--- config.mk ---
export PLATFORM = sky130hd
export DESIGN_NAME = sia_cell
export DESIGN_NICKNAME = d
export VERILOG_FILES = /design/src/sia_pkg.sv /design/src/sia_cell.sv
export SDC_FILE = /design/constraint.sdc
export NUM_CORES = 1
export LEC_CHECK = 0
export BUFFER_PORTS_ARGS = -buffer_cell sky130_fd_sc_hd__buf_2
export CAP_MARGIN = 30
export CORE_UTILIZATION = 35
export DETAILED_ROUTE_END_ITERATION = 8
export GPL_TIMING_DRIVEN = 0
export PLACE_DENSITY_LB_ADDON = 0.08
export SYNTH_ARGS = -nofsm -noshare
export SYNTH_HDL_FRONTEND = slang
export SYNTH_SLANG_ARGS = --single-unit
--- constraint.sdc ---
create_clock -name clk -period 6.3 [get_ports clk]
set_clock_uncertainty 0.1 [all_clocks]
set_input_delay 0.315 -clock clk [delete_from_list [all_inputs] [get_ports clk]]
set_output_delay 0.315 -clock clk [all_outputs]
set_load 0.05 [all_outputs]
--- src/sia_pkg.sv ---
package sia_pkg;

	localparam int CAPACITY_DEF = 64;
	// wide enough for a fill count at the largest supported capacity
	localparam int CNT_W = 11;

	localparam logic [2:0] CMD_SET    = 3'd0;
	localparam logic [2:0] CMD_GET    = 3'd1;
	localparam logic [2:0] CMD_INS_AT = 3'd2;
	localparam logic [2:0] CMD_INS_ORD = 3'd3;
	localparam logic [2:0] CMD_PUSH_F = 3'd4;
	localparam logic [2:0] CMD_PUSH_B = 3'd5;

	localparam logic [1:0] ST_OK    = 2'd0;
	localparam logic [1:0] ST_FULL  = 2'd1;
	localparam logic [1:0] ST_RANGE = 2'd2;

	localparam logic [2:0] OP_NOP    = 3'd0;
	localparam logic [2:0] OP_WRITE  = 3'd1;
	localparam logic [2:0] OP_READ   = 3'd2;
	localparam logic [2:0] OP_INSERT = 3'd3;
	localparam logic [2:0] OP_ORDER  = 3'd4;

	typedef struct packed {
		logic [2:0]         command;
		logic [5:0]         index;
		logic signed [63:0] value;
	} req_t;

	typedef struct packed {
		logic signed [63:0] read_value;
		logic [6:0]         fill_count;
		logic [5:0]         position;
		logic [1:0]         status;
	} rsp_t;

	// wavefront moving along the cell row
	typedef struct packed {
		logic               active;
		logic [2:0]         op;
		logic [CNT_W-1:0]   target;
		logic [CNT_W-1:0]   cnt;
		logic signed [63:0] value;
		logic signed [63:0] carry;
		logic               shifting;
		logic signed [63:0] rd;
	} tok_t;

endpackage

--- src/sia_cell.sv ---
module sia_cell import sia_pkg::*; #(
	parameter int IDX = 0
) (
	input  logic clk,
	input  logic arst_n,
	input  tok_t tok_in,
	output tok_t tok_out
);

	localparam logic [CNT_W-1:0] MY = CNT_W'(IDX);

	logic signed [63:0] slot_q;
	logic signed [63:0] slot_d;
	tok_t               tok_q;
	tok_t               tok_d;
	logic               in_fill;
	logic               at_fill;
	logic               start;

	always_comb begin
		tok_d   = tok_in;
		slot_d  = slot_q;
		in_fill = MY < tok_in.cnt;
		at_fill = MY == tok_in.cnt;
		start   = 1'b0;
		if (tok_in.active) begin
			case (tok_in.op)
				OP_WRITE: begin
					if (MY == tok_in.target)
						slot_d = tok_in.value;
				end
				OP_READ: begin
					if (MY == tok_in.target)
						tok_d.rd = slot_q;
				end
				OP_INSERT, OP_ORDER: begin
					if (tok_in.op == OP_INSERT)
						start = !tok_in.shifting && (MY == tok_in.target);
					else
						start = !tok_in.shifting &&
							(in_fill ? ($signed(slot_q) > $signed(tok_in.value)) : at_fill);
					if (start) begin
						slot_d         = tok_in.value;
						tok_d.carry    = slot_q;
						tok_d.shifting = 1'b1;
						tok_d.target   = MY;
					end else if (tok_in.shifting) begin
						if (in_fill || at_fill) begin
							slot_d      = tok_in.carry;
							tok_d.carry = slot_q;
						end else begin
							tok_d.shifting = 1'b0;
						end
					end
				end
				default: begin
				end
			endcase
		end
	end

	always_ff @(posedge clk or negedge arst_n) begin
		if (!arst_n) begin
			slot_q <= '0;
			tok_q  <= '0;
		end else begin
			slot_q <= slot_d;
			tok_q  <= tok_d;
		end
	end

	assign tok_out = tok_q;

endmodule

* Yosys cells after proc, flatten, opt, wreduce, memory -nomap -nowiden *
Index checks and enable logic that the tools add are counted.

word-level totals
  bits in registers = 283

cells by class
  muxes and demuxes = 20
  equality and inequality tests = 7
  reduce and logical (&&, ||, !) cells = 9
  magnitude comparators = 2

operator list
  kind                                                                           count
  64-bit 2-to-1 mux                                                              7
  65-bit 2-to-1 mux                                                              3
  129-bit 2-to-1 mux                                                             1
  64-bit one-hot mux with 2 select lines                                         1
  64-bit > comparator                                                            1
  11-bit 2-to-1 mux                                                              3
  11-bit logical NOT                                                             2
  1-bit by 11-bit less-than comparator with 1-bit output (first input constant)  1
  3-bit by 2-bit == test with 1-bit output (second input constant)               2
  3-bit inequality test (second input constant)                                  2
  1-bit 2-to-1 mux                                                               5
  5-bit AND reduction                                                            1
  3-bit by 1-bit == test with 1-bit output (second input constant)               1
  3-bit == test (second input constant)                                          1
  1-bit logical AND                                                              2
  2-bit inequality test (second input constant)                                  1
  2-bit nonzero test                                                             1
  2-bit OR reduction                                                             1
  1-bit logical NOT                                                              1
  1-bit logical OR                                                               1

* Depth between registers and ports, before layout *
  word-level depth = 9
  mapped depth = 14
  mapped depth without buffers = 11

* Worst setup path after synthesis *
OpenSTA, ideal clock, no wires.

  kind = flip-flop to flip-flop
  start = register slot_q[59]
  end = register tok_q (netlist bit tok_out[107])
  clock period less this slack = 3.155 ns
  required time = 6.073 ns
  stages on the path, launching flop included = 12
  data arrival time = 2.927 ns
  setup slack = 3.145 ns
  library setup time = 0.127 ns
  path through = dfrtp_1 > ha_1 > nand4_1 > nor4_4 > a41oi_2 > o41a_1 > a211oi_1 > nand3_1 > a211o_1 > nand3_4 > buf_12 > mux2_1

RTL lines
  what                      RTL line        RTL
  start: declaration        sia_cell.sv:12  logic signed [63:0] slot_q;
  start signal: assignment  sia_cell.sv:67  slot_q <= slot_d;
  end signal: assignment    sia_cell.sv:68  tok_q <= tok_d;
  end: declaration          sia_cell.sv:14  tok_t tok_q;

==> summary.md <==
| Metric | Value |
|---|---|
| Status | `finished, final reports clean` |
| Clock sink total | `between 200 and 300` |
| Most common cell after layout, fill and taps aside | `buf_2` |
| Synth top area cells | `dfrtp_1 58%, mux2_4 6.7%, ha_1 6.6%` |
| Share of cells above drive strength 1 | `39.5%` |
| Post-Syn Nets | `1196` |
| Initial DRT Pass Iterations | `4` |
| Switch share | `33.0%` |
| DRT iter0 DRCs | `295` |
| Detail Placement HPWL | `26900 µm` |
| Post-synthesis cell type count | `50` |
| Worst reg2reg path depth | `11` |
| Fmax | `0.242 GHz` |
| Unrepaired setup endpoints after global routing | `false` |
| GR Overflow Total | `0` |
| Startpoint Class | `primary input` |
| Internal power | `3.74 mW` |
| Clock Power Share | `32.5%` |
| Hold slack | `0.283 ns` |
| Worst skew pair latency | `about 0.55 ns` |
| WL/cell | `17.9 µm` |
| Total track usage | `between 20% and 30%` |
| Die span in y | `188 µm` |
| CP required | `6.62 ns` |
| DRC viols | `0` |
| Worst slew pin tran | `about 0.9 ns` |
| Root buf cell | `clkbuf_16` |
| Sequential Power Share | `41.2%` |
| Final Setup Violations | `0` |
| Net count reported at finish | `1892` |
| CORE AREA | `0.0338 mm²` |
| ANT nets after route | `0` |
| Leakage | `between 9 and 10 nW` |
| Mean Syn Cell Area | `13.3 µm²` |
| Global-route wire length before repair | `58000 µm` |
| Initial antenna violation count | `0` |
| Cell count after synthesis | `911` |
| Fin crit share | `65.7%` |
| IO Count | `440` |
| Primary FF master, synth | `dfrtp_1` |
| Row cnt | `67` |
| Vias in the first global route | `10.2k` |
| Crit Path Class | `primary input to flip-flop` |
| Vias per cell | `4.54` |
| Number of CTS-inserted buffers | `31` |
| Crit path max fanout | `10` |
| Max-cap check violation count | `0` |
| Mapped cell area | `0.0121 mm²` |
| H-tree depth | `1` |
| Number of synthesized flops with an enable pin | `0` |
| Commonest non-fill, non-tap cells in the layout | `448 x buf_2, 283 x dfrtp_1, 220 x dlygate4sd3_1, 82 x nand2_1` |
| CTS max path bufs | `3` |
| Share of the synthesized area in the top cell type | `58.4%` |
| Die width | `between 150 and 200 µm` |
| Slew HR | `39.7%` |
| Setup TNS | `0 ns` |
| IO buf count | `439` |
| PwrDens | `307 mW/mm²` |
| Crit. End Element | `flip-flop` |
| CTS tree | `yes` |
| Diodes inserted | `0` |
| Critical path arrival | `4.46 ns` |
| Ys Warns | `0` |
| Worst min path class | `primary input to async pin` |
| Area Growth Syn to Fin | `49.9%` |
| Comb pwr share | `26.4%` |
| Fill count | `2925` |
| Vias | `approximately 9.4k` |
| Initial Util | `35.9%` |
| Total wire length | `37200 µm` |
| Final Max Slew Viols | `0` |
| Psw | `1.84 mW` |
| Number of synthesized register bits | `around 280` |
| CTS clock-pin slew for the worst setup and hold paths | `0.06 ns` |
| Setup repair bufs after CTS | `0` |
| Largest net degree at the start of global routing | `99` |
| Full die area | `around 0.035 mm²` |
| Peak supply drop | `0.000210 V` |
| Fraction of registers with async set/reset | `100%` |
| Post-synth top area cell | `dfrtp_1` |
| Final hold viol count | `0` |
| Sequential element share of the synthesized area | `between 50% and 60%` |
| Tmin final | `between 4 and 5 ns` |
| Gp weighted congestion | `0.744` |
[sequential cells by signal (all words and copies together), names as in the netlist]
register,flops
tok_out,219
slot_q,64
[cell families after synthesis]
kind of cell	Yosys count	synth area share [%]
AOI/OAI and AO/OA	124	5.76
muxes	191	18.7
DFF	283	58.4
adders and majority gates	64	6.60
and+or+nand+nor	147	6.15
buffers and inverters	102	4.36
[cell usage after synthesis, types with 2 or more instances]
| library cell | number |
|---|---|
| mux2_4 | 54 |
| nand2_1 | 82 |
| a221oi_1 | 3 |
| nand4_1 | 14 |
| nand3_1 | 10 |
| mux2_1 | 6 |
| clkbuf_2 | 2 |
| buf_12 | 6 |
| mux2i_1 | 64 |
| o21ai_1 | 38 |
| inv_1 | 67 |
| a21o_1 | 3 |
| buf_2 | 10 |
| nor3_1 | 3 |
| clkbuf_1 | 9 |
| o21ai_0 | 36 |
| a21oi_1 | 29 |
| mux2_2 | 67 |
| dfrtp_1 | 283 |
| nand4_2 | 2 |
| nor2_1 | 5 |
| nor2b_1 | 14 |
| ha_1 | 64 |
| nor4_4 | 2 |
| nor4_1 | 8 |
| buf_4 | 6 |
[cell type report]
class                           instances  area, µm²  area share [%]
Timing Repair Buffer                  663       4480            24.6
Multi-Input combinational cell        526       4520            24.8
Clock inverter                          7       91.3           0.502
Buffer                                 35        278            1.53
Tap cell                              448        561            3.08
Clock buffer                           47        926            5.09
Inverter                               67        251            1.38
Sequential cell                       283       7080            38.9
[final timing paths]
path                       slack (ns)      endpoint   startpoint
max reg2reg                      2.19   tok_out[77]   slot_q[26]
min in group clk                 0.32  tok_out[200]  tok_in[200]
max                              2.16   tok_out[77]  tok_in[154]
max in group asynchronous        4.82    slot_q[56]       arst_n
min reg2reg                      0.43     slot_q[0]    slot_q[0]
min                              0.28   tok_out[25]       arst_n
[what timing repair did]
action,4_1_cts,5_1_grt
endpoints found under the hold margin,377,0
endpoints found under the setup margin,0,0
gates resized for setup,0,0
hold buffers,220,0
[per-layer routing]
layer	global-route usage, %	routed length [µm]
met5	0	0
met4	5.50	955
met3	3.91	2040
met2	36.8	18500
met1	26.6	15700
[critical path, stage by stage]
cell           delay, ns
dlygate4sd3_1       0.53
buf_2               0.13
inv_1               0.05
ha_1                0.29
nand4_1             0.18
nor4_1              0.82
a41oi_2             0.27
o41a_1              0.18
a211oi_1            0.22
nand3_1             0.24
a211o_1             0.39
nand3_4             0.28
buf_12              0.21
mux2_1              0.34
[stage by stage]
| stage | util [%] | worst slack [ns] | total power, mW | std cells | cell area [µm²] |
|---|---|---|---|---|---|
| 6_report | 53.8 | 2.16 | 5.58 | 2076 | 18200 |
| 3_5_place_dp | 44.3 | 2.12 | 3.71 | 1801 | 15000 |
| 5_1_grt | 53.8 | 1.80 | 5.90 | 2076 | 18200 |
| 2_1_floorplan | - | 3.15 | 3.22 | 911 | 12100 |
| 4_1_cts | 53.8 | 2.14 | 5.65 | 2075 | 18200 |
| 3_3_place_gp | 44.1 | -0.684 | 3.68 | 1798 | 14900 |
[power by group through the flow]
stage / clock network (mW) / logic (mW) / registers [mW]
2_1_floorplan: 0 / 0.620 / 2.60
3_3_place_gp: 0 / 1.36 / 2.33
3_5_place_dp: 0 / 1.37 / 2.33
4_1_cts: 1.86 / 1.49 / 2.30
5_1_grt: 1.93 / 1.63 / 2.34
6_report: 1.81 / 1.47 / 2.30
(Power assumes the default switching activity.)
